**config.mk**
```make
export PLATFORM = sky130hd
export DESIGN_NAME = int8_symmetric_quantizer
export DESIGN_NICKNAME = d
export VERILOG_FILES = /design/src/i8sq_pkg.sv /design/src/int8_symmetric_quantizer.sv /design/src/i8sq_ram.sv /design/src/i8sq_fdiv.sv /design/src/i8sq_quant.sv
export SDC_FILE = /design/constraint.sdc
export NUM_CORES = 2
export LEC_CHECK = 0
export BUFFER_PORTS_ARGS = -buffer_cell sky130_fd_sc_hd__buf_2
export CORE_UTILIZATION = 50
export CTS_CLUSTER_DIAMETER = 150
export DETAILED_ROUTE_END_ITERATION = 6
export PLACE_DENSITY_LB_ADDON = 0.2
export REMOVE_ABC_BUFFERS = 1
export SLEW_MARGIN = 10
export SYNTH_ARGS = -nofsm -noshare
export SYNTH_HDL_FRONTEND = slang
export SYNTH_SLANG_ARGS = --single-unit
```
**constraint.sdc**
```tcl
create_clock -name clk -period 8.4 [get_ports clk]
set_input_delay 0.42 -clock clk [delete_from_list [all_inputs] [get_ports clk]]
set_output_delay 0.42 -clock clk [all_outputs]
set_load 0.1 [all_outputs]
```
**src/i8sq_pkg.sv**
```systemverilog
`timescale 1ns / 1ps
`default_nettype none

package i8sq_pkg;

  // fp32 constants
  localparam logic [31:0] FP_ONE   = 32'h3F80_0000;  // 1.0
  localparam logic [31:0] FP_TINY  = 32'h2B8C_BCCC;  // 1e-12
  localparam logic [7:0]  EXP_127  = 8'd133;         // exponent field of 127.0
  localparam logic [23:0] MAN_127  = 24'hFE_0000;    // significand of 127.0, hidden bit set
  localparam logic [7:0]  EXP_INF  = 8'hFF;
  localparam logic [6:0]  CODE_MAX = 7'd127;

  // request to the shared divider
  typedef struct packed {
    logic        start;
    logic [7:0]  num_exp;
    logic [23:0] num_man;
    logic [7:0]  den_exp;
    logic [23:0] den_man;
  } div_req_t;

  // divider answer
  typedef struct packed {
    logic        done;
    logic [31:0] bits;
  } div_rsp_t;

endpackage

`default_nettype wire

```
**src/int8_symmetric_quantizer.sv**
```systemverilog
`timescale 1ns / 1ps
`default_nettype none

// channel | handshake            | payload
// in      | in_valid / in_stall  | value_bits, last_element
// out     | out_valid / out_stall| code, scale_bits, last_code, overflowed
//
// load: one element per cycle while in_stall is low.
// after the last element, two fp32 divisions on the shared restoring divider
// give scale and 127/max; then each buffered element passes through ram read,
// multiply, round and output, and stays at output while out_stall is high.
// in_stall stays high from the last element until the final code is taken.
// rst is synchronous and clears control state; the element store is not cleared.

module int8_symmetric_quantizer #(
  parameter int MAX_ELEMENTS = 64
) (
  input  logic              clk,
  input  logic              rst,
  input  logic              in_valid,
  output logic              in_stall,
  input  logic [31:0]       value_bits,
  input  logic              last_element,
  output logic              out_valid,
  input  logic              out_stall,
  output logic signed [7:0] code,
  output logic [31:0]       scale_bits,
  output logic              last_code,
  output logic              overflowed
);

  import i8sq_pkg::*;

  localparam int CNT_W  = $clog2(MAX_ELEMENTS + 1);
  localparam int ADDR_W = (MAX_ELEMENTS > 1) ? $clog2(MAX_ELEMENTS) : 1;

  typedef enum logic [8:0] {
    S_LOAD = 9'b0_0000_0001,
    S_SCL  = 9'b0_0000_0010,
    S_SCLW = 9'b0_0000_0100,
    S_INV  = 9'b0_0000_1000,
    S_INVW = 9'b0_0001_0000,
    S_READ = 9'b0_0010_0000,
    S_MUL  = 9'b0_0100_0000,
    S_QNT  = 9'b0_1000_0000,
    S_OUT  = 9'b1_0000_0000
  } state_t;

  state_t           state;
  state_t           state_next;
  logic [CNT_W-1:0] count;
  logic [CNT_W-1:0] idx;
  logic [31:0]      largest;
  logic             dropped;
  logic [31:0]      inv;

  logic             in_req;
  logic             out_req;
  logic             room;
  logic [31:0]      mag;
  logic [31:0]      amax;
  logic [31:0]      rd_data;
  logic signed [7:0] q_code;
  logic             is_last;
  div_req_t         dreq;
  div_rsp_t         drsp;

  assign in_req  = in_valid && !in_stall;
  assign out_req = out_valid && !out_stall;
  assign room    = count < CNT_W'(MAX_ELEMENTS);
  assign mag     = {1'b0, value_bits[30:0]};
  assign amax    = (largest < FP_TINY) ? FP_ONE : largest;
  assign is_last = (idx + CNT_W'(1)) == count;

  assign in_stall  = (state != S_LOAD);
  assign out_valid = (state == S_OUT);

  // element store
  i8sq_ram #(
    .WIDTH (32),
    .DEPTH (MAX_ELEMENTS)
  ) u_ram (
    .clk   (clk),
    .we    (in_req && room),
    .waddr (count[ADDR_W-1:0]),
    .wdata (value_bits),
    .raddr (idx[ADDR_W-1:0]),
    .rdata (rd_data)
  );

  // divider requests: max/127 first, then 127/max
  always_comb begin
    dreq = '0;
    if (state == S_SCL) begin
      dreq.start   = 1'b1;
      dreq.num_exp = amax[30:23];
      dreq.num_man = {1'b1, amax[22:0]};
      dreq.den_exp = EXP_127;
      dreq.den_man = MAN_127;
    end else if (state == S_INV) begin
      dreq.start   = 1'b1;
      dreq.num_exp = EXP_127;
      dreq.num_man = MAN_127;
      dreq.den_exp = amax[30:23];
      dreq.den_man = {1'b1, amax[22:0]};
    end
  end

  i8sq_fdiv u_div (
    .clk (clk),
    .rst (rst),
    .req (dreq),
    .rsp (drsp)
  );

  i8sq_quant u_quant (
    .clk        (clk),
    .load       (state == S_MUL),
    .value_bits (rd_data),
    .inv_bits   (inv),
    .code       (q_code)
  );

  // sequencer
  always_comb begin
    state_next = state;
    case (state)
      S_LOAD: if (in_req && last_element) state_next = S_SCL;
      S_SCL:  state_next = S_SCLW;
      S_SCLW: if (drsp.done) state_next = S_INV;
      S_INV:  state_next = S_INVW;
      S_INVW: if (drsp.done) state_next = S_READ;
      S_READ: state_next = S_MUL;
      S_MUL:  state_next = S_QNT;
      S_QNT:  state_next = S_OUT;
      S_OUT: begin
        if (out_stall) begin
          state_next = S_OUT;
        end else if (last_code) begin
          state_next = S_LOAD;
        end else begin
          state_next = S_READ;
        end
      end
      default: state_next = S_LOAD;
    endcase
  end

  // control registers
  always_ff @(posedge clk) begin
    if (rst) begin
      state   <= S_LOAD;
      count   <= '0;
      idx     <= '0;
      largest <= '0;
      dropped <= 1'b0;
    end else begin
      state <= state_next;
      if (in_req) begin
        if (room) begin
          count <= count + CNT_W'(1);
          if ((mag[30:23] != EXP_INF) && (mag > largest)) begin
            largest <= mag;
          end
        end else begin
          dropped <= 1'b1;
        end
      end
      if (state == S_INVW) begin
        idx <= '0;
      end
      if (out_req) begin
        if (last_code) begin
          count   <= '0;
          largest <= '0;
          dropped <= 1'b0;
        end else begin
          idx <= idx + CNT_W'(1);
        end
      end
    end
  end

  // payload registers
  always_ff @(posedge clk) begin
    if ((state == S_SCLW) && drsp.done) begin
      scale_bits <= drsp.bits;
    end
    if ((state == S_INVW) && drsp.done) begin
      inv <= drsp.bits;
    end
    if (state == S_QNT) begin
      code       <= q_code;
      last_code  <= is_last;
      overflowed <= dropped;
    end
  end

  // checks
  a_no_overlap: assert property (@(posedge clk) disable iff (rst)
    !(out_valid && !in_stall))
    else $error("input taken while a result is pending");

  a_count_cap: assert property (@(posedge clk) disable iff (rst)
    count <= CNT_W'(MAX_ELEMENTS))
    else $error("element count beyond capacity");

  a_code_sym: assert property (@(posedge clk) disable iff (rst)
    out_valid |-> (code != -8'sd128))
    else $error("code outside symmetric range");

  a_back_to_load: assert property (@(posedge clk) disable iff (rst)
    (out_req && last_code) |=> (!in_stall && (count == '0)))
    else $error("not ready for next tensor after final code");

endmodule

`default_nettype wire

```
**src/i8sq_ram.sv**
```systemverilog
`timescale 1ns / 1ps
`default_nettype none

module i8sq_ram #(
  parameter int WIDTH = 32,
  parameter int DEPTH = 64
) (
  input  logic                                  clk,
  input  logic                                  we,
  input  logic [((DEPTH > 1) ? $clog2(DEPTH) : 1)-1:0] waddr,
  input  logic [WIDTH-1:0]                      wdata,
  input  logic [((DEPTH > 1) ? $clog2(DEPTH) : 1)-1:0] raddr,
  output logic [WIDTH-1:0]                      rdata
);

  logic [WIDTH-1:0] mem [DEPTH];

  // one write port, registered read
  always_ff @(posedge clk) begin
    if (we) begin
      mem[waddr] <= wdata;
    end
    rdata <= mem[raddr];
  end

endmodule

`default_nettype wire

```
**src/i8sq_fdiv.sv**
```systemverilog
`timescale 1ns / 1ps
`default_nettype none

module i8sq_fdiv (
  input  logic                clk,
  input  logic                rst,
  input  i8sq_pkg::div_req_t  req,
  output i8sq_pkg::div_rsp_t  rsp
);

  import i8sq_pkg::*;

  logic        busy;
  logic        fin;
  logic [4:0]  cnt;
  logic [25:0] rem;
  logic [23:0] den;
  logic [24:0] quo;
  logic [9:0]  exp_acc;
  logic        done_r;
  logic [31:0] bits_r;

  logic        lt;
  logic        ge;
  logic [25:0] diff;
  logic        up;
  logic [24:0] mant;
  logic [9:0]  exp_fin;

  // operand compare picks the quotient range [1,2)
  assign lt   = req.num_man < req.den_man;
  // one restoring step
  assign ge   = rem >= {2'b00, den};
  assign diff = ge ? (rem - {2'b00, den}) : rem;
  // round to nearest even: guard bit is quo[0], sticky is the remainder
  assign up      = quo[0] & ((rem != 26'd0) | quo[1]);
  assign mant    = {1'b0, quo[24:1]} + {24'd0, up};
  assign exp_fin = exp_acc + {9'd0, mant[24]};

  always_ff @(posedge clk) begin
    if (rst) begin
      busy   <= 1'b0;
      fin    <= 1'b0;
      done_r <= 1'b0;
      cnt    <= 5'd0;
    end else begin
      done_r <= 1'b0;
      if (req.start) begin
        busy <= 1'b1;
        cnt  <= 5'd0;
      end else if (busy) begin
        if (cnt == 5'd24) begin
          busy <= 1'b0;
          fin  <= 1'b1;
        end else begin
          cnt <= cnt + 5'd1;
        end
      end else if (fin) begin
        fin    <= 1'b0;
        done_r <= 1'b1;
      end
    end
  end

  // datapath
  always_ff @(posedge clk) begin
    if (req.start) begin
      rem     <= lt ? {1'b0, req.num_man, 1'b0} : {2'b00, req.num_man};
      den     <= req.den_man;
      exp_acc <= {2'b00, req.num_exp} - {2'b00, req.den_exp} + 10'd127 - {9'd0, lt};
    end else if (busy) begin
      rem <= {diff[24:0], 1'b0};
      quo <= {quo[23:0], ge};
    end
    if (fin) begin
      bits_r <= {1'b0, exp_fin[7:0], mant[22:0]};
    end
  end

  assign rsp.done = done_r;
  assign rsp.bits = bits_r;

endmodule

`default_nettype wire

```
**src/i8sq_quant.sv**
```systemverilog
`timescale 1ns / 1ps
`default_nettype none

module i8sq_quant (
  input  logic              clk,
  input  logic              load,
  input  logic [31:0]       value_bits,
  input  logic [31:0]       inv_bits,
  output logic signed [7:0] code
);

  import i8sq_pkg::*;

  logic [47:0] prod;
  logic [8:0]  esum;
  logic        neg;
  logic        skip;

  logic        s;
  logic [23:0] m_pre;
  logic        g;
  logic        st;
  logic        up;
  logic [24:0] msum;
  logic [23:0] m;
  logic [10:0] e2;
  logic [10:0] kneg;
  logic [4:0]  k;
  logic [23:0] sh1;
  logic [22:0] intp;
  logic [6:0]  q;

  // significand product, registered
  always_ff @(posedge clk) begin
    if (load) begin
      prod <= {1'b1, value_bits[22:0]} * {1'b1, inv_bits[22:0]};
      esum <= {1'b0, value_bits[30:23]} + {1'b0, inv_bits[30:23]};
      neg  <= value_bits[31];
      // zero, subnormal and non-finite values all give zero
      skip <= (value_bits[30:23] == 8'd0) || (value_bits[30:23] == EXP_INF);
    end
  end

  // round product to fp32
  assign s     = prod[47];
  assign m_pre = s ? prod[47:24] : prod[46:23];
  assign g     = s ? prod[23] : prod[22];
  assign st    = s ? (|prod[22:0]) : (|prod[21:0]);
  assign up    = g & (st | m_pre[0]);
  assign msum  = {1'b0, m_pre} + {24'd0, up};
  assign m     = msum[24] ? 24'h80_0000 : msum[23:0];

  // value is m * 2^e2
  assign e2   = {2'b00, esum} + {10'd0, s} + {10'd0, msum[24]} - 11'd277;
  assign kneg = 11'd0 - e2;
  assign k    = kneg[4:0];
  assign sh1  = m >> (k - 5'd1);
  assign intp = sh1[23:1];

  // round half away, clamp
  always_comb begin
    if (!e2[10]) begin
      q = CODE_MAX;
    end else if (e2 < 11'd2024) begin
      q = 7'd0;
    end else if (intp >= {16'd0, CODE_MAX}) begin
      q = CODE_MAX;
    end else begin
      q = intp[6:0] + {6'd0, sh1[0]};
    end
  end

  assign code = skip ? 8'sd0 : (neg ? -$signed({1'b0, q}) : $signed({1'b0, q}));

endmodule

`default_nettype wire
```
==> metrics <==
result of the run=finished clean; number of max-slew violations in the final report=0; IO Port Bufs=79; die boundary height=between 400 and 500 microns; Routed Wire Length=~320000 microns; antenna-violating nets left=0; instance count on the critical path=27; count of final hold-check violations=0; wire length of the first global-routing pass=465000 microns; pre-CTS worst setup slack=a little under 0.6 ns; TritonCTS clock tree=built; kind of launch point of the worst setup path=flop; number of iterations in the first detailed-routing pass=5; # resized after CTS=0; RSZ-0062 raised after global routing=false; HPWL after detailed placement=a little under 200000 microns; Slew HR=about an eighth; initial standard-cell utilization of the core=50.4%; final worst-path setup slack=between 0.5 and 0.6 ns; Clock Tree Buf Depth=3; DR iter-0 viols=between 7000 and 8000; Chip Width=484 microns; Area growth, synth to finish=10.9%; count of endpoints failing setup in the final report=0; number of vias after detailed routing=between 60000 and 70000; final worst path period need=around 8 ns; number of placed instances with taps included=roughly 11000; transition at the pin with the smallest max-transition slack=about 1.3 ns; cell depth of the worst flop-to-flop path=27; TritonCTS buffer count=233; overall global routing resource usage=a little over a quarter; maximum fanout along the worst path=13; required arrival time at the worst endpoint=about 9 ns; max capacitance violation total=0; layout filler cell count=about 18000; total power per unit cell area=301 nW/um^2; TritonCTS Sinks=~2400; Cells on Worst Hold Path=1; Critical Setup Path Class=reg -> reg; number of synthesized register bits=roughly 2400; CP endpoint kind=flop; Vias/cell=~6; data arrival time of the critical path=approximately 8.5 ns; leakage power=around 44 nW; cells after synthesis=about 7900; largest clock skew in the final design=0.0640 ns; Clock H-tree levels=4; Cell Rows=176; clock input transition at the sequential cells of the worst setup and hold paths=roughly 0.070 ns; Buffers & Inverters on Critical Path=6; final layout net count=8874; yosys warns=0; core region area=roughly 230000 sq um; stage delay of the slowest cell on the critical path=0.58 ns; insertion delay to the later sink of the worst-skew pair=between 0.8 and 0.9 ns; Critical Path Slowest Stage Cell=edfxtp_1; number of global-route vias before repair=slightly below 70000; post-layout util=around 56%; Post-synth EDFFs=approximately 2300; cell class contributing the biggest share of worst-path delay=adder cells; share of final-layout standard cells stronger than drive strength 1=around 14%; number of hold-repair buffers added at the cts stage=8; die outline area=around 230000 sq um; buffer cell driving the clock tree root=clkbuf_16; number of primary I/O pins=81; mean instance size in the synthesized netlist=around 15 sq um; Residual DRC=0; CP most frequent cell=fa_1; Max Freq=127 MHz; asr flop ratio synth=0%; gpl congestion=between 0.9 and 1; sequential element share of the synthesized area=about three fifths; Post-synth top flop=edfxtp_1; Layout Cells excl Fill=approximately 11000; period utilization=between 90% and 100%; maximum resistive drop on vdd=around 0.7 mV; maximum number of pins on one net before global-route repair=between 100 and 150; number of antenna violations at the first check in global routing=12; total congestion overflow after global routing=0; # Post-CTS Setup Buffers=0; Synth cell types=101; average routed wire per standard cell=around 28 microns; synthesized area=around 120000 sq um; type of the tightest min-delay check=in -> reg
[cell usage in the layout, fill, tap and decap left out, types with 79 or more instances in the layout]
master,instances
edfxtp_1,2293
inv_1,692
fa_1,485
a21oi_1,450
nand2_1,448
mux2i_1,429
ha_1,276
mux4_2,275
nor2_1,269
and2_1,255
clkbuf_16,234
buf_4,209
o21ai_0,206
o22ai_1,142
mux2_2,131
o221ai_1,124
nor3_1,111
dfxtp_1,91
xnor2_1,82
nand3_1,81
buf_2,79
[worst paths after layout]
check / startpoint / to / slack (ns)
max: inv[1] / u_quant.prod[47] / 0.55
min: value_bits[11] / u_ram.mem[13][11] / 0.05
max reg2reg: inv[1] / u_quant.prod[47] / 0.55
min reg2reg: dropped / overflowed / 0.46
[worst reg2reg max path, cell delays in order (launching register included)]
cell and delay, ns:
edfxtp_1 0.58, and2_1 0.27, fa_1 0.48, fa_1 0.55, inv_1 0.08, fa_1 0.55, inv_1 0.06, fa_1 0.52
inv_1 0.07, fa_1 0.54, inv_1 0.06, fa_1 0.48, inv_1 0.05, fa_1 0.47, inv_1 0.04, ha_1 0.32
a21oi_1 0.17, nor2b_1 0.06, o21ai_0 0.17, nand2_1 0.10, a22o_1 0.19, a41o_1 0.26, a221oi_1 0.55, o311a_1 0.34
o31ai_1 0.11, a21oi_1 0.23, o21ai_0 0.14, xnor2_1 0.14
[Yosys cell counts (112+ instances only)]
cell type	count	area, sq um
mux2_2	131	1480
inv_1	692	2600
mux2i_1	429	4290
mux4_2	275	6190
ha_1	276	3450
o221ai_1	124	1090
edfxtp_1	2293	68900
fa_1	485	9710
clkbuf_1	328	1230
o22ai_1	142	888
o21ai_0	206	1030
nor2_1	334	1250
and2_1	256	1600
nand2_1	449	1690
nor3_1	112	561
a21oi_1	452	2260
[final cells by class]
class	count	area [sq um]	share of cell area [%]
Timing Repair Buffer	311	2340	1.82
Inverter	699	2630	2.04
Multi-Input combinational cell	4442	41900	32.5
Clock inverter	135	1290	1.00
Sequential cell	2389	70800	54.9
Antenna cell	5	12.5	0.00971
Tap cell	3026	3790	2.94
Clock buffer	292	6150	4.78
[per-layer routing]
metal | global-route usage (%) | routed length [microns] | vias up
met4 | 8.39 | 10000 | 0
met5 | 0 | 0 | -
met3 | 4.51 | 25000 | 474
met1 | 37.8 | 133000 | 35632
li1 | - | - | 29790
met2 | 44.1 | 152000 | 2782
[power breakdown]
group | switching [W] | leakage, nW | internal, W
clock | 0.00457 | 3.63 | 0.00566
combinational | 0.00843 | 19.3 | 0.00619
sequential | 0.0000741 | 21.4 | 0.0139
total | 0.0131 | 44.3 | 0.0258
[flip-flops by register name, summed over array words and instances, names as in the netlist, 25 cells and up]
signal and flops:
inv 31, largest 32, scale_bits 31, u_div.bits_r 31, u_div.quo 25, u_div.rem 26
u_quant.prod 48, u_ram.mem 2048, u_ram.rdata 32
[cells by family (layout without fill, tap and decap cells)]
| logic type | count (synthesis) | count (layout) | share of synthesized area, % |
|---|---|---|---|
| and+or+nand+nor | 1481 | 1481 | 6.19 |
| xor gates and xnor gates | 139 | 139 | 1.05 |
| buffers and inverters | 1106 | 1437 | 3.59 |
| DFF | 2389 | 2389 | 60.9 |
| muxes | 837 | 837 | 10.3 |
| adders and majority gates | 761 | 761 | 11.3 |
| other | 1 | 6 | 0.00323 |
| AOI/OAI and AO/OA | 1223 | 1223 | 6.63 |
[through the flow]
step	setup TNS [ns]	power (W)	hold WS, ns	cell area [sq um]
3_5_place_dp	0	0.0288	0.433	121000
3_3_place_gp	0	0.0287	0.431	121000
6_report	0	0.0388	0.0507	129000
4_1_cts	0	0.0391	0.00111	129000
2_1_floorplan	-801.24	0.0251	0.386	115000
5_1_grt	0	0.0413	0.00602	129000
Power figures use the tool's default switching activity.
